==> config.mk <==
export PLATFORM = sky130hd
export DESIGN_NAME = adc_frame_average_current_monitor_unit_flat
export DESIGN_NICKNAME = d
export VERILOG_FILES = /design/src/rtl/acfm_pkg.sv /design/src/rtl/acfm_if.sv /design/src/rtl/acfm_front.sv /design/src/rtl/acfm_queue.sv /design/src/rtl/acfm_back.sv /design/src/rtl/adc_frame_average_current_monitor_unit.sv /design/src/flat_wrapper.sv
export SDC_FILE = /design/constraint.sdc
export NUM_CORES = 2
export LEC_CHECK = 0
export BUFFER_PORTS_ARGS = -buffer_cell sky130_fd_sc_hd__clkbuf_2
export CORE_MARGIN = 5
export CORE_UTILIZATION = 55
export DETAILED_ROUTE_END_ITERATION = 8
export PLACE_DENSITY_LB_ADDON = 0.1
export SYNTH_ARGS = -nofsm -noshare
export SYNTH_HDL_FRONTEND = slang
export SYNTH_SLANG_ARGS = --single-unit
==> constraint.sdc <==
create_clock -name clock -period 24.8 [get_ports clock]
set_input_delay 2.48 -clock clock [delete_from_list [all_inputs] [get_ports clock]]
set_output_delay 2.48 -clock clock [all_outputs]
set_load 0.005 [all_outputs]
==> src/rtl/acfm_pkg.sv <==
// Shared types, constants and derived widths for the ADC frame averaging monitor.
// Depends on nothing; every other file of the block imports it.

package acfm_pkg;

   // Frame shape.
   localparam int GROUPS      = 10;
   localparam int SAMPLE_BITS = 12;
   localparam int CH_COUNT    = 6;
   localparam int CH_W        = 3;

   // Field widths of the ports.
   localparam int SAMPLE_W = 12;
   localparam int AVG_W    = 12;
   localparam int MV_W     = 13;
   localparam int DERIV_W  = 18;
   localparam int REF_W    = 13;
   localparam int RANGE_W  = 6;

   // Configuration port.
   localparam int CSR_IDX_W  = 2;
   localparam int CSR_DATA_W = 13;
   localparam logic [CSR_IDX_W-1:0] REG_REF_MV       = 2'd0;
   localparam logic [CSR_IDX_W-1:0] REG_HALL_MOTOR   = 2'd1;
   localparam logic [CSR_IDX_W-1:0] REG_HALL_BATTERY = 2'd2;
   localparam logic [REF_W-1:0]   REF_MV_RESET       = 13'd3300;
   localparam logic [RANGE_W-1:0] HALL_MOTOR_RESET   = 6'd5;
   localparam logic [RANGE_W-1:0] HALL_BATTERY_RESET = 6'd20;

   // Channel roles.
   localparam logic [CH_W-1:0] CH_MOTOR_A  = 3'd0;
   localparam logic [CH_W-1:0] CH_SHUNT_A  = 3'd1;
   localparam logic [CH_W-1:0] CH_BATT_V   = 3'd2;
   localparam logic [CH_W-1:0] CH_BATT_I   = 3'd3;
   localparam logic [CH_W-1:0] CH_SHUNT_B  = 3'd4;
   localparam logic [CH_W-1:0] CH_MOTOR_B  = 3'd5;
   localparam logic [CH_W-1:0] CH_LAST     = CH_MOTOR_B;

   // Running sums and the group counter.
   localparam int SAMPLE_MAX = (1 << SAMPLE_W) - 1;
   localparam int SUM_W      = $clog2(GROUPS * SAMPLE_MAX + 1);
   localparam int GRP_W      = $clog2(GROUPS + 1);

   // Division of a sum by GROUPS: multiply by a rounded-up reciprocal and shift.
   localparam int          G_SH      = SUM_W + $clog2(GROUPS);
   localparam int          G_RECIP_W = SUM_W + 1;
   localparam logic [63:0] G_RECIP   = ((64'd1 << G_SH) + GROUPS - 1) / GROUPS;
   localparam int          GPROD_W   = SUM_W + G_RECIP_W;

   // Scaling to millivolts: average * ref_mv / FULL_SCALE.
   localparam int          FULL_SCALE = (1 << SAMPLE_BITS) - 1;
   localparam int          V_W        = AVG_W + REF_W;
   localparam int          F_SH       = V_W + $clog2(FULL_SCALE);
   localparam int          F_RECIP_W  = V_W + 1;
   localparam logic [63:0] F_RECIP    = ((64'd1 << F_SH) + FULL_SCALE - 1) / FULL_SCALE;
   localparam int          VPROD_W    = V_W + F_RECIP_W;
   localparam int          VOLT_MAX   = 8191;

   // Derived quantities. 1000/1650 reduces to 20/33 and 1000/585 to 200/117.
   localparam int HALL_MID_MV  = 1650;
   localparam int HALL_SCALE   = 20;
   localparam int HALL_DIV     = 33;
   localparam int SHUNT_SCALE  = 200;
   localparam int SHUNT_DIV    = 117;
   localparam int BATT_SCALE   = 11;
   localparam int RNGS_W       = 11;
   localparam int NUM_W        = 26;
   localparam int MAG_W        = NUM_W - 1;
   localparam int DIV_SH       = 31;
   localparam int DIV_RECIP_W  = 26;
   localparam logic [63:0] HALL_RECIP  = ((64'd1 << DIV_SH) + HALL_DIV - 1) / HALL_DIV;
   localparam logic [63:0] SHUNT_RECIP = ((64'd1 << DIV_SH) + SHUNT_DIV - 1) / SHUNT_DIV;
   localparam int DPROD_W      = MAG_W + DIV_RECIP_W;
   localparam int DERIV_MAX    = 131071;
   localparam int DERIV_MIN    = -131072;

   // Queue between the accumulator and the converter.
   localparam int QUEUE_DEPTH = 2;
   localparam int QPTR_W      = (QUEUE_DEPTH > 1) ? $clog2(QUEUE_DEPTH) : 1;
   localparam int QCNT_W      = $clog2(QUEUE_DEPTH + 1);

   // One finished channel sum on its way to the converter.
   typedef struct packed {
      logic [CH_W-1:0]  channel;
      logic [SUM_W-1:0] sum;
      logic             last;
   } queue_item_type;

   // Configuration as seen by the converter.
   typedef struct packed {
      logic [REF_W-1:0]   ref_mv;
      logic [RANGE_W-1:0] hall_range_motor;
      logic [RANGE_W-1:0] hall_range_battery;
   } cfg_type;

endpackage

==> src/rtl/acfm_if.sv <==
// Valid/ready channel interfaces for samples in and results out.
// Depends on acfm_pkg for the field widths.

interface acfm_req_if import acfm_pkg::*; ();
   logic                valid;
   logic                ready;
   logic [SAMPLE_W-1:0] sample;

   modport source (output valid, output sample, input ready);
   modport sink   (input valid, input sample, output ready);
endinterface

interface acfm_rsp_if import acfm_pkg::*; ();
   logic                      valid;
   logic                      ready;
   logic [CH_W-1:0]           channel;
   logic [AVG_W-1:0]          average_raw;
   logic [MV_W-1:0]           voltage_mv;
   logic signed [DERIV_W-1:0] derived_value;
   logic                      last;

   modport source (output valid, output channel, output average_raw, output voltage_mv,
                   output derived_value, output last, input ready);
   modport sink   (input valid, input channel, input average_raw, input voltage_mv,
                   input derived_value, input last, output ready);
endinterface

==> src/rtl/acfm_front.sv <==
// Front end: accepts interleaved samples, keeps one running sum per channel and,
// at the end of a frame, hands the six sums to the queue. Depends on acfm_pkg, acfm_if.

module acfm_front import acfm_pkg::*; (
   input  logic           clock,
   input  logic           reset,
   acfm_req_if.sink       req_bus,
   output logic           push_valid,
   input  logic           push_ready,
   output queue_item_type push_item
);

   logic [SUM_W-1:0] sums_ff [CH_COUNT];
   logic [CH_W-1:0]  pos_ff, pos_in;
   logic [GRP_W-1:0] grp_ff, grp_in;
   logic             drain_ff, drain_in;
   logic             sum_wr;
   logic [SUM_W-1:0] sum_in;
   logic             accept;

   // Samples are refused only while a finished frame is being drained.
   assign req_bus.ready = !drain_ff;
   assign accept        = req_bus.valid && !drain_ff;

   // The drain walks the channels with the same position counter.
   assign push_valid        = drain_ff;
   assign push_item.channel = pos_ff;
   assign push_item.sum     = sums_ff[pos_ff];
   assign push_item.last    = (pos_ff == CH_LAST);

   // Position, group and drain control.
   always_comb begin
      pos_in   = pos_ff;
      grp_in   = grp_ff;
      drain_in = drain_ff;
      sum_wr   = 1'b0;
      sum_in   = '0;
      if (accept) begin
         sum_wr = 1'b1;
         sum_in = sums_ff[pos_ff] + SUM_W'(req_bus.sample);
         if (pos_ff == CH_LAST) begin
            pos_in = '0;
            if (grp_ff == GRP_W'(GROUPS - 1)) begin
               grp_in   = '0;
               drain_in = 1'b1;
            end else begin
               grp_in = grp_ff + 1'b1;
            end
         end else begin
            pos_in = pos_ff + 1'b1;
         end
      end else if (drain_ff && push_ready) begin
         // A sum leaves for the queue and is cleared for the next frame.
         sum_wr = 1'b1;
         sum_in = '0;
         if (pos_ff == CH_LAST) begin
            pos_in   = '0;
            drain_in = 1'b0;
         end else begin
            pos_in = pos_ff + 1'b1;
         end
      end
   end

   always_ff @(posedge clock) begin
      if (reset) begin
         pos_ff   <= '0;
         grp_ff   <= '0;
         drain_ff <= 1'b0;
         for (int i = 0; i < CH_COUNT; i++) begin
            sums_ff[i] <= '0;
         end
      end else begin
         pos_ff   <= pos_in;
         grp_ff   <= grp_in;
         drain_ff <= drain_in;
         if (sum_wr) begin
            sums_ff[pos_ff] <= sum_in;
         end
      end
   end

endmodule

==> src/rtl/acfm_queue.sv <==
// Short first-in first-out queue of channel sums between front end and converter.
// Depends on acfm_pkg.

module acfm_queue import acfm_pkg::*; (
   input  logic           clock,
   input  logic           reset,
   input  logic           push_valid,
   output logic           push_ready,
   input  queue_item_type push_item,
   output logic           pop_valid,
   input  logic           pop_ready,
   output queue_item_type pop_item
);

   queue_item_type    slots_ff [QUEUE_DEPTH];
   logic [QPTR_W-1:0] wr_ptr_ff, wr_ptr_in;
   logic [QPTR_W-1:0] rd_ptr_ff, rd_ptr_in;
   logic [QCNT_W-1:0] count_ff, count_in;
   logic              do_push, do_pop;

   assign push_ready = (count_ff != QCNT_W'(QUEUE_DEPTH));
   assign pop_valid  = (count_ff != '0);
   assign pop_item   = slots_ff[rd_ptr_ff];
   assign do_push    = push_valid && push_ready;
   assign do_pop     = pop_valid && pop_ready;

   // Pointer wrap and occupancy.
   always_comb begin
      wr_ptr_in = wr_ptr_ff;
      rd_ptr_in = rd_ptr_ff;
      count_in  = count_ff;
      if (do_push) begin
         wr_ptr_in = (wr_ptr_ff == QPTR_W'(QUEUE_DEPTH - 1)) ? '0 : wr_ptr_ff + 1'b1;
      end
      if (do_pop) begin
         rd_ptr_in = (rd_ptr_ff == QPTR_W'(QUEUE_DEPTH - 1)) ? '0 : rd_ptr_ff + 1'b1;
      end
      if (do_push && !do_pop) begin
         count_in = count_ff + 1'b1;
      end else if (do_pop && !do_push) begin
         count_in = count_ff - 1'b1;
      end
   end

   always_ff @(posedge clock) begin
      if (reset) begin
         wr_ptr_ff <= '0;
         rd_ptr_ff <= '0;
         count_ff  <= '0;
      end else begin
         wr_ptr_ff <= wr_ptr_in;
         rd_ptr_ff <= rd_ptr_in;
         count_ff  <= count_in;
      end
   end

   // Entry storage.
   always_ff @(posedge clock) begin
      if (do_push) begin
         slots_ff[wr_ptr_ff] <= push_item;
      end
   end

endmodule

==> src/rtl/acfm_back.sv <==
// Back end: turns one channel sum into average, millivolts and derived value with a
// multiply-per-step sequencer, and holds the result for the sink. Depends on acfm_pkg, acfm_if.

module acfm_back import acfm_pkg::*; (
   input  logic           clock,
   input  logic           reset,
   input  cfg_type        cfg,
   input  logic           pop_valid,
   output logic           pop_ready,
   input  queue_item_type pop_item,
   acfm_rsp_if.source     rsp_bus
);

   // Sequencer steps.
   localparam logic [2:0] ST_IDLE  = 3'd0;
   localparam logic [2:0] ST_AVG   = 3'd1;
   localparam logic [2:0] ST_SCALE = 3'd2;
   localparam logic [2:0] ST_VDIV  = 3'd3;
   localparam logic [2:0] ST_VSAT  = 3'd4;
   localparam logic [2:0] ST_NUM   = 3'd5;
   localparam logic [2:0] ST_DIV   = 3'd6;
   localparam logic [2:0] ST_OUT   = 3'd7;

   logic [2:0]                state_ff, state_in;
   logic                      out_valid_ff, out_valid_in;

   logic [CH_W-1:0]           item_ch_ff;
   logic                      item_last_ff;
   logic [GPROD_W-1:0]        gprod_ff, gprod_in;
   logic [AVG_W-1:0]          avg_ff, avg_in;
   logic [V_W-1:0]            volt_ff, volt_in;
   logic [VPROD_W-1:0]        vprod_ff, vprod_in;
   logic [MV_W-1:0]           mv_ff, mv_in;
   logic signed [NUM_W-1:0]   num_ff, num_in;
   logic [DIV_RECIP_W-1:0]    recip_ff, recip_in;
   logic                      bypass_ff, bypass_in;
   logic [MAG_W-1:0]          mag_ff, mag_in;
   logic                      neg_ff, neg_in;
   logic [DPROD_W-1:0]        dprod_ff, dprod_in;

   logic [CH_W-1:0]           rsp_ch_ff;
   logic [AVG_W-1:0]          rsp_avg_ff;
   logic [MV_W-1:0]           rsp_mv_ff;
   logic signed [DERIV_W-1:0] rsp_deriv_ff, rsp_deriv_in;
   logic                      rsp_last_ff;

   logic                      take, load;
   logic [31:0]               vquot;
   logic signed [NUM_W-1:0]   diff_x, rng_x, neg_num;
   logic [RNGS_W-1:0]         rng_scaled;
   logic [RANGE_W-1:0]        rng_sel;
   logic [31:0]               quot;
   logic signed [32:0]        mag_val, sval;

   assign pop_ready = (state_ff == ST_IDLE);
   assign take      = pop_valid && pop_ready;
   assign load      = (state_ff == ST_OUT) && (!out_valid_ff || rsp_bus.ready);

   // Step sequencing; the last step waits for room in the output register.
   always_comb begin
      case (state_ff)
         ST_IDLE:  state_in = take ? ST_AVG : ST_IDLE;
         ST_AVG:   state_in = ST_SCALE;
         ST_SCALE: state_in = ST_VDIV;
         ST_VDIV:  state_in = ST_VSAT;
         ST_VSAT:  state_in = ST_NUM;
         ST_NUM:   state_in = ST_DIV;
         ST_DIV:   state_in = ST_OUT;
         ST_OUT:   state_in = load ? ST_IDLE : ST_OUT;
         default:  state_in = ST_IDLE;
      endcase
   end

   // Average and voltage chain: one multiplication per step.
   always_comb begin
      gprod_in = GPROD_W'(pop_item.sum) * GPROD_W'(G_RECIP[G_RECIP_W-1:0]);
      avg_in   = AVG_W'(gprod_ff >> G_SH);
      volt_in  = V_W'(avg_ff) * V_W'(cfg.ref_mv);
      vprod_in = VPROD_W'(volt_ff) * VPROD_W'(F_RECIP[F_RECIP_W-1:0]);
      vquot    = 32'(vprod_ff >> F_SH);
      mv_in    = (vquot > 32'(VOLT_MAX)) ? MV_W'(VOLT_MAX) : MV_W'(vquot);
   end

   // Numerator and divisor of the derived value, chosen by the channel role.
   always_comb begin
      rng_sel    = (item_ch_ff == CH_BATT_I) ? cfg.hall_range_battery : cfg.hall_range_motor;
      rng_scaled = RNGS_W'(rng_sel) * RNGS_W'(HALL_SCALE);
      diff_x     = $signed(NUM_W'(mv_ff)) - $signed(NUM_W'(HALL_MID_MV));
      rng_x      = $signed(NUM_W'(rng_scaled));
      case (item_ch_ff)
         CH_MOTOR_A, CH_MOTOR_B, CH_BATT_I: begin
            num_in    = diff_x * rng_x;
            recip_in  = HALL_RECIP[DIV_RECIP_W-1:0];
            bypass_in = 1'b0;
         end
         CH_SHUNT_A, CH_SHUNT_B: begin
            num_in    = $signed(NUM_W'(mv_ff) * NUM_W'(SHUNT_SCALE));
            recip_in  = SHUNT_RECIP[DIV_RECIP_W-1:0];
            bypass_in = 1'b0;
         end
         default: begin
            // Battery voltage needs no division.
            num_in    = $signed(NUM_W'(mv_ff) * NUM_W'(BATT_SCALE));
            recip_in  = SHUNT_RECIP[DIV_RECIP_W-1:0];
            bypass_in = 1'b1;
         end
      endcase
   end

   // Division of the magnitude truncates toward zero; the sign goes back on after.
   always_comb begin
      neg_num  = -num_ff;
      neg_in   = num_ff[NUM_W-1];
      mag_in   = MAG_W'(neg_in ? neg_num : num_ff);
      dprod_in = DPROD_W'(mag_in) * DPROD_W'(recip_ff);
      quot     = bypass_ff ? 32'(mag_ff) : 32'(dprod_ff >> DIV_SH);
      mag_val  = $signed({1'b0, quot});
      sval     = neg_ff ? -mag_val : mag_val;
      if (sval > 33'(DERIV_MAX)) begin
         rsp_deriv_in = DERIV_W'(DERIV_MAX);
      end else if (sval < 33'(DERIV_MIN)) begin
         rsp_deriv_in = DERIV_W'(DERIV_MIN);
      end else begin
         rsp_deriv_in = DERIV_W'(sval);
      end
   end

   // The output register stays full until the sink takes the transaction.
   assign out_valid_in = load ? 1'b1 : (rsp_bus.ready ? 1'b0 : out_valid_ff);

   always_ff @(posedge clock) begin
      if (reset) begin
         state_ff     <= ST_IDLE;
         out_valid_ff <= 1'b0;
      end else begin
         state_ff     <= state_in;
         out_valid_ff <= out_valid_in;
      end
   end

   // Datapath registers, each written in its own step.
   always_ff @(posedge clock) begin
      if (take) begin
         item_ch_ff   <= pop_item.channel;
         item_last_ff <= pop_item.last;
         gprod_ff     <= gprod_in;
      end
      if (state_ff == ST_AVG) begin
         avg_ff <= avg_in;
      end
      if (state_ff == ST_SCALE) begin
         volt_ff <= volt_in;
      end
      if (state_ff == ST_VDIV) begin
         vprod_ff <= vprod_in;
      end
      if (state_ff == ST_VSAT) begin
         mv_ff <= mv_in;
      end
      if (state_ff == ST_NUM) begin
         num_ff    <= num_in;
         recip_ff  <= recip_in;
         bypass_ff <= bypass_in;
      end
      if (state_ff == ST_DIV) begin
         mag_ff   <= mag_in;
         neg_ff   <= neg_in;
         dprod_ff <= dprod_in;
      end
      if (load) begin
         rsp_ch_ff    <= item_ch_ff;
         rsp_avg_ff   <= avg_ff;
         rsp_mv_ff    <= mv_ff;
         rsp_deriv_ff <= rsp_deriv_in;
         rsp_last_ff  <= item_last_ff;
      end
   end

   assign rsp_bus.valid         = out_valid_ff;
   assign rsp_bus.channel       = rsp_ch_ff;
   assign rsp_bus.average_raw   = rsp_avg_ff;
   assign rsp_bus.voltage_mv    = rsp_mv_ff;
   assign rsp_bus.derived_value = rsp_deriv_ff;
   assign rsp_bus.last          = rsp_last_ff;

endmodule

==> src/rtl/adc_frame_average_current_monitor_unit.sv <==
// ADC frame averaging current monitor. Samples arrive on req_bus in channel order 0 to 5
// and are taken one per clock. After GROUPS complete groups, the six channel sums move
// through a two-entry queue and are cleared as they leave. req_bus.ready stays low for
// the whole of that move. The queue fills while the converter works, so the move holds
// the input while the converter frees queue slots, and longer when the result side stalls.
// A converter sequencer then turns each sum into one result through its steps AVG, SCALE,
// VDIV, VSAT, NUM, DIV and OUT, a chain of dependent multiplications, and takes no new sum
// until the last result is in its output register. Each result
// carries the truncated average, the voltage in millivolts (saturated at 8191) and a
// channel-specific current or battery voltage, saturated to 18 bits; the last flag marks
// channel 5. Registers are written through csr_we/csr_index/csr_wdata and must only
// change while no frame is in flight.
// Depends on acfm_pkg, acfm_if, acfm_front, acfm_queue and acfm_back.

module adc_frame_average_current_monitor_unit import acfm_pkg::*; (
   input  logic                  clock,
   input  logic                  reset,
   acfm_req_if.sink              req_bus,
   acfm_rsp_if.source            rsp_bus,
   input  logic                  csr_we,
   input  logic [CSR_IDX_W-1:0]  csr_index,
   input  logic [CSR_DATA_W-1:0] csr_wdata
);

   cfg_type        cfg_ff, cfg_in;
   logic           push_valid, push_ready;
   queue_item_type push_item;
   logic           pop_valid, pop_ready;
   queue_item_type pop_item;

   // Configuration registers; unknown indexes are ignored.
   always_comb begin
      cfg_in = cfg_ff;
      if (csr_we) begin
         case (csr_index)
            REG_REF_MV:       cfg_in.ref_mv             = csr_wdata[REF_W-1:0];
            REG_HALL_MOTOR:   cfg_in.hall_range_motor   = csr_wdata[RANGE_W-1:0];
            REG_HALL_BATTERY: cfg_in.hall_range_battery = csr_wdata[RANGE_W-1:0];
            default:          cfg_in = cfg_ff;
         endcase
      end
   end

   always_ff @(posedge clock) begin
      if (reset) begin
         cfg_ff.ref_mv             <= REF_MV_RESET;
         cfg_ff.hall_range_motor   <= HALL_MOTOR_RESET;
         cfg_ff.hall_range_battery <= HALL_BATTERY_RESET;
      end else begin
         cfg_ff <= cfg_in;
      end
   end

   acfm_front u_front (
      .clock      (clock),
      .reset      (reset),
      .req_bus    (req_bus),
      .push_valid (push_valid),
      .push_ready (push_ready),
      .push_item  (push_item)
   );

   acfm_queue u_queue (
      .clock      (clock),
      .reset      (reset),
      .push_valid (push_valid),
      .push_ready (push_ready),
      .push_item  (push_item),
      .pop_valid  (pop_valid),
      .pop_ready  (pop_ready),
      .pop_item   (pop_item)
   );

   acfm_back u_back (
      .clock     (clock),
      .reset     (reset),
      .cfg       (cfg_ff),
      .pop_valid (pop_valid),
      .pop_ready (pop_ready),
      .pop_item  (pop_item),
      .rsp_bus   (rsp_bus)
   );

   // The frame-ending flag belongs to channel 5 only.
   assert property (@(posedge clock) disable iff (reset)
      rsp_bus.valid && rsp_bus.last |-> rsp_bus.channel == CH_LAST)
      else $error("last flag on a result that is not channel 5");

   // Results never name a channel beyond the sixth.
   assert property (@(posedge clock) disable iff (reset)
      rsp_bus.valid |-> rsp_bus.channel <= CH_LAST)
      else $error("result channel out of range");

   // Input stalls only right after a transaction that completed a frame.
   assert property (@(posedge clock) disable iff (reset)
      $fell(req_bus.ready) |-> $past(req_bus.valid && req_bus.ready))
      else $error("sample input stalled without a completed frame");

   // Every queued sum entering the converter carries its own channel's last flag.
   assert property (@(posedge clock) disable iff (reset)
      pop_valid |-> (pop_item.last == (pop_item.channel == CH_LAST)))
      else $error("queued item has inconsistent last flag");

endmodule

==> src/flat_wrapper.sv <==
// flat-port wrapper written by rule: the top's interface ports become plain ports
module adc_frame_average_current_monitor_unit_flat import acfm_pkg::*;
  (clock, reset, csr_we, csr_index, csr_wdata, req_bus_valid, req_bus_sample, req_bus_ready, rsp_bus_valid, rsp_bus_channel, rsp_bus_average_raw, rsp_bus_voltage_mv, rsp_bus_derived_value, rsp_bus_last, rsp_bus_ready);
  acfm_req_if req_bus_i ();
  acfm_rsp_if rsp_bus_i ();
  input  logic clock;
  input  logic reset;
  input  logic csr_we;
  input  logic [CSR_IDX_W-1:0] csr_index;
  input  logic [CSR_DATA_W-1:0] csr_wdata;
  input wire logic [$bits(req_bus_i.valid)-1:0] req_bus_valid;
  input wire logic [$bits(req_bus_i.sample)-1:0] req_bus_sample;
  output wire logic [$bits(req_bus_i.ready)-1:0] req_bus_ready;
  output wire logic [$bits(rsp_bus_i.valid)-1:0] rsp_bus_valid;
  output wire logic [$bits(rsp_bus_i.channel)-1:0] rsp_bus_channel;
  output wire logic [$bits(rsp_bus_i.average_raw)-1:0] rsp_bus_average_raw;
  output wire logic [$bits(rsp_bus_i.voltage_mv)-1:0] rsp_bus_voltage_mv;
  output wire logic [$bits(rsp_bus_i.derived_value)-1:0] rsp_bus_derived_value;
  output wire logic [$bits(rsp_bus_i.last)-1:0] rsp_bus_last;
  input wire logic [$bits(rsp_bus_i.ready)-1:0] rsp_bus_ready;
  assign req_bus_i.valid = req_bus_valid;
  assign req_bus_i.sample = req_bus_sample;
  assign req_bus_ready = req_bus_i.ready;
  assign rsp_bus_valid = rsp_bus_i.valid;
  assign rsp_bus_channel = rsp_bus_i.channel;
  assign rsp_bus_average_raw = rsp_bus_i.average_raw;
  assign rsp_bus_voltage_mv = rsp_bus_i.voltage_mv;
  assign rsp_bus_derived_value = rsp_bus_i.derived_value;
  assign rsp_bus_last = rsp_bus_i.last;
  assign rsp_bus_i.ready = rsp_bus_ready;
  adc_frame_average_current_monitor_unit u_core (.clock(clock), .reset(reset), .req_bus(req_bus_i), .rsp_bus(rsp_bus_i), .csr_we(csr_we), .csr_index(csr_index), .csr_wdata(csr_wdata));
endmodule
### Yosys cells after proc, flatten, opt, wreduce, memory -nomap -nowiden

Memories as Yosys holds them, arrays and structs flattened. A register that Yosys moved wholly into a read port is not among the register bits.
Cells that the tools add are included.

* bits in latches: 0
* bits in read-only memories: 0
* memories kept: 2
* input port bits: 32
* bits in writable memories: 136
* bits in registers: 354

Memory list
* u_core.u_front.sums_ff: words 6, bits a word 16, rd ports 1, clocked after Yosys merged registers in 1, wr ports 6, line acfm_front.sv:13 `logic [SUM_W-1:0] sums_ff [CH_COUNT];`
* u_core.u_queue.slots_ff: words 2, bits a word 20, rd ports 1, clocked after Yosys merged registers in 1, wr ports 1, line acfm_queue.sv:15 `queue_item_type slots_ff [QUEUE_DEPTH];`

* divide/modulo/power cells: 0
* multipliers: 8
* bitwise gates (word level): 0
* add/subtract/negate cells: 10
* reductions and logical operators: 27
* muxes and demuxes: 42
* magnitude comparators: 3
* shift operators: 0
* equality and inequality tests: 19

Operator list (count)
* 26-bit one-hot mux with 2 select lines: 1
* 25-bit by 26-bit multiplier with 51-bit output: 1
* 25-bit by 26-bit multiplier with 51-bit output, second input constant: 1
* 25-bit two-way mux: 2
* 33-bit by 18-bit > comparator with 1-bit output, second input constant: 1
* 33-bit by 18-bit less-than comparator with 1-bit output, second input constant: 1
* 33-bit two-way mux: 1
* 25-bit negation with 33-bit output: 1
* 16-bit two-way mux: 2
* 16-bit by 16-bit multiplier with 31-bit output, second input constant: 1
* 26-bit two-way mux: 1
* 12-bit by 13-bit multiplier with 25-bit output: 1
* 25-bit negation: 1
* 14-bit by 10-bit multiplier with 24-bit output: 1
* 3-bit one-hot mux with 8 select lines: 1
* 1-bit two-way mux: 22
* 3-bit == test, second input constant: 7
* 3-bit two-way mux: 7
* 13-bit by 5-bit multiplier with 18-bit output, second input constant: 1
* 18-bit two-way mux: 1
* 13-bit by 4-bit multiplier with 17-bit output, second input constant: 1
* 16-bit by 12-bit adder with 16-bit output: 1
* 16-bit OR reduction: 1
* 14-bit by 13-bit > comparator with 1-bit output, second input constant: 1
* other kinds (28): 50

### Longest topological paths before layout

* word-level depth: 9
* mapped depth: 34
* gate-level depth less buffers: 34

### By module

From an unflattened synthesis, not the netlist that was laid out.

* cell total of the unflattened synthesis: 4833
* area total of the unflattened synthesis: 50936.4 um^2

By module, submodules not included
* acfm_back: area an instance 41748.8 um^2, cells an instance 4186, times used 1
* acfm_front: area an instance 6495.0 um^2, cells an instance 461, times used 1
* acfm_queue: area an instance 1659.1 um^2, cells an instance 86, times used 1
* adc_frame_average_current_monitor_unit: area an instance 1033.5 um^2, cells an instance 100, times used 1

### Worst setup path after synthesis

Ideal clock, no wire load.

* path kind: register -> register
* start: register u_core.u_back.num_ff[9]
* end: register u_core.u_back.dprod_ff[49], data pin
* cell stages (with the launch flop): 33
* period minus slack after synthesis: 8.736 ns
* path slack: 16.064 ns
* arrival time: 8.478 ns
* library setup time: 0.258 ns
* cells stage by stage: edfxtp_1 or4_1 or3_1 or3_1 o41ai_1 nand2_1 xor2_1 and2_1 ha_1 inv_1 ha_1 a21oi_4 xnor2_1 ha_1 or2_1 fa_1 fa_1 fa_1 fa_1 inv_1 fa_1 inv_1 ha_1 nand4_1 a21oi_1 nand3_1 and4_1 a211oi_1 nand3_1 nor3_1 o21a_1 o22ai_1 xnor2_1

* word-level cells in the longest chain between the ends: 3

Ends and longest elaborated chain
* start, declared: line acfm_back.sv:34 `logic signed [NUM_W-1:0] num_ff, num_in;`
* start signal, assigned: line acfm_back.sv:161 `num_ff <= num_in;`
* 25-bit negation: line acfm_back.sv:112 `neg_num = -num_ff;`
* 25-bit two-way mux: line acfm_back.sv:114 `mag_in = MAG_W'(neg_in ? neg_num : num_ff);`
* net u_core.u_back.mag_in[24]: line acfm_back.sv:37 `logic [MAG_W-1:0] mag_ff, mag_in;`
* 25-bit by 26-bit multiplier with 51-bit output: line acfm_back.sv:115 `dprod_in = DPROD_W'(mag_in) * DPROD_W'(recip_ff);`
* net u_core.u_back.dprod_in[49]: line acfm_back.sv:39 `logic [DPROD_W-1:0] dprod_ff, dprod_in;`
* end signal, assigned: line acfm_back.sv:168 `dprod_ff <= dprod_in;`
* end, declared: line acfm_back.sv:39

The timed path passes the listed nets, and every way through them passes these cells.
A chain may end at the register's enable or synchronous reset.

### Worst setup path in the final report

* start: register u_core.u_back.num_ff[9]
* end: register u_core.u_back.dprod_ff[50], data pin

The elaborated chain is that of the path after synthesis.

==> results.tsv <==
metric	value	unit
cts_resized	0	
hold_depth	0	
rr_worst_depth	32	
grt_overflow	0	
min_path_type	register to register	
slew_viol_final	0	
fp.dieH	313.7	um
fin_util	59.29	%
cts_sinks	415	
path_clk_slew	0.06	ns
finClkSkew	0.07025	ns
stdcell_area	0.05426	mm^2
start_kind	register	
finalHoldViolCount	0	
final_antenna_net_count	0	
hp-start	u_core.u_back.gprod_ff[21]$_DFFE_PP_	
final.fill_count	7900	
max_freq	100.8	MHz
postCtsSetupBuffers	0	
vias	33060	
syn_to_final_growth	6.999	%
cp.required	25.21	ns
tritoncts	yes	
detail_route.vias_per_cell	5.381	
instances_no_fill	6144	
wl	122000	um
async_reset_ff_share	0	%
critPathMaxStageDelay	0.60	ns
drive_gt1_share	6.758	%
ys_types	83	
cap_violations	0	
num_rows	111	
netlist.area_leader.share	26.45	%
grt_pass1_wl	194800	um
h-tree-depth	2	
clk_path_buf_depth	3	
slew_headroom	25.65	%
r2r_end	u_core.u_back.dprod_ff[50]$_DFFE_PP_	
cts_buffers	49	
setup_viol	0	
arrival	10.34	ns
synth_edf_count	370	
antenna_found_initial	1	
rsz0062_at_grt	false	
irDropWorstVdd	0.0001906	V
tightest_slew	1.107	ns
netlist_top_cells_area	fa_1 26%, edfxtp_1 22%, ha_1 19%	
worstSetupPathType	register to register	
io_pins	81	
die-area	0.09838	mm^2
synth_area_leader_cell	fa_1	
core	0.09152	mm^2
syn_area	0.05071	mm^2
gp_congestion	0.9613	
dp_cells	6051	
cp_max_fo	7	
leakagePower	26.99	nW
critPathCaptureType	register	
synth_fp_nets	6322	
cts_root_buf	clkbuf_16	
grt_pass1_vias	35080	
cp_top_family	adder cells	
cp_slowest_cell	xor2_1	
postCtsHoldBufs	0	
routedWlPerCell	19.86	um
clk_latency	0.67	ns
r2r_slack	14.88	ns
finalCriticalPeriod	9.923	ns
path_buf_inv	3	
placed_cell_area	0.05260	mm^2
fin_tns_setup	0	ns
reg2reg_from	u_core.u_back.num_ff[9]$_DFFE_PP_	
p_per_area	132.2	mW/mm^2
dpl.hpwl	101400	um
synth.most_common_cell	inv_1	
ys_seq_elements	415	
hold_path_end	u_core.u_back.avg_ff[1]$_DFFE_PP_	
ys_seq_area_share	23.68	%
dieWidth	313.7	um
period_share	40.01	%
drt_iter0_drc	1969	
post-route-drc-count	0	
nets	6406	
ys.flop_type	edfxtp_1	
grt_usage	25.54	%
ys_warn_count	0	
port_buffers	80	
status	finished clean	
dr.pass1.iters	7	
grt_max_degree	69	
power	7.174	mW
worst_path_most_repeated_cell	fa_1	
syn-instance-count	4832	
synth_common_cells	1178 x inv_1, 788 x ha_1, 670 x fa_1	
synth.avg_cell_area	10.50	um^2
initial_core_util	55.41	%
## state kept, by name, summed over array words and instances (netlist names), 13 cells and up, named ones only
name and flops:
u_core.u_back.mv_ff 13, u_core.u_back.rsp_bus.derived_value 18, u_core.u_back.volt_ff 25, u_core.cfg_ff 25, u_core.u_front.sums_ff 128, u_core.u_back.vprod_ff 14
u_core.u_back.num_ff 26, u_core.u_back.mag_ff 25, u_core.u_back.dprod_ff 20, u_core.u_back.rsp_bus.voltage_mv 13, u_core.u_queue.slots_ff 40
## report_power, final
part / internal (mW) / leakage [nW] / switching, mW / total (mW)
Sequential: 1.02 / 3.85 / 0.0925 / 1.11
Clock: 0.426 / 0.799 / 0.314 / 0.740
Combinational: 2.32 / 22.3 / 3.00 / 5.32
## cells in the final DEF, fill, tap and decap left out, types with 12 or more instances in the layout
cell,instances
a31oi_1,22
o21a_1,22
nand3_1,36
nand2b_1,39
o21ai_0,78
nand4_1,17
nor2b_1,24
mux2_2,39
mux4_2,32
nand3b_1,12
mux2i_1,36
buf_4,44
a211oi_1,14
a21o_1,51
clkbuf_2,80
ha_1,788
nand2_1,283
edfxtp_1,370
or3_1,17
xnor2_1,150
and2_1,88
o21bai_1,13
nor3_1,48
clkbuf_16,49
dfxtp_1,44
fa_1,670
inv_1,1178
nor2_1,288
or2_2,24
and3_1,15
xor2_1,50
a21oi_1,121
## metrics by stage
stage / setup WS [ns] / hold slack, ns
CTS: 14.90 / 0.4194
global placement: 15.04 / 0.4039
finish: 14.88 / 0.4181
floorplan: 16.06 / 0.4003
detailed placement: 14.87 / 0.4061
global route: 14.32 / 0.4245
## final cells by class
cell class | count | area, um^2 | share of cell area, %
Clock inverter | 33 | 385.4 | 0.7102
Clock buffer | 59 | 1274 | 2.347
Tap cell | 1186 | 1484 | 2.735
Inverter | 1181 | 4433 | 8.169
Timing Repair Buffer | 124 | 730.7 | 1.347
Antenna cell | 1 | 2.502 | 0.004612
Sequential cell | 415 | 12010 | 22.14
Multi-Input combinational cell | 3145 | 33940 | 62.55
## metal layers
layer  part of all wire [%]  GRT usage [%]  routed length (um)  vias up
met1                     42          32.91               51230    16430
met3                    5.7          4.707                6997      202
li1                       -              -                   -    15690
met4                    4.0          8.757                4879        0
met2                     48          43.74               58940      736
met5                      0              0                   0        -
## worst max-delay path by stage
| stage | start | endpoint | cells after the start |
|---|---|---|---|
| 2_1_floorplan | u_core.u_back.num_ff[9]$_DFFE_PP_ | u_core.u_back.dprod_ff[49]$_DFFE_PP_ | 32 |
| 3_3_place_gp | u_core.u_back.num_ff[9]$_DFFE_PP_ | u_core.u_back.dprod_ff[49]$_DFFE_PP_ | 32 |
| 3_5_place_dp | u_core.u_back.num_ff[9]$_DFFE_PP_ | u_core.u_back.dprod_ff[50]$_DFFE_PP_ | 32 |
| 4_1_cts | u_core.u_back.num_ff[9]$_DFFE_PP_ | u_core.u_back.dprod_ff[50]$_DFFE_PP_ | 32 |
| 5_1_grt | u_core.u_back.num_ff[9]$_DFFE_PP_ | u_core.u_back.dprod_ff[50]$_DFFE_PP_ | 32 |
| 6_report | u_core.u_back.num_ff[9]$_DFFE_PP_ | u_core.u_back.dprod_ff[50]$_DFFE_PP_ | 32 |
## kinds of logic after synthesis
family,count (synthesis),share of synthesized area (%)
AOI/OAI and AO/OA,440,5.719
adders and majority gates,1458,45.89
DFF,415,23.68
buffers and inverters,1272,9.459
and+or+nand+nor,940,8.796
xor gates and xnor gates,200,3.454
muxes,107,2.998
(Power assumes the default switching activity.)
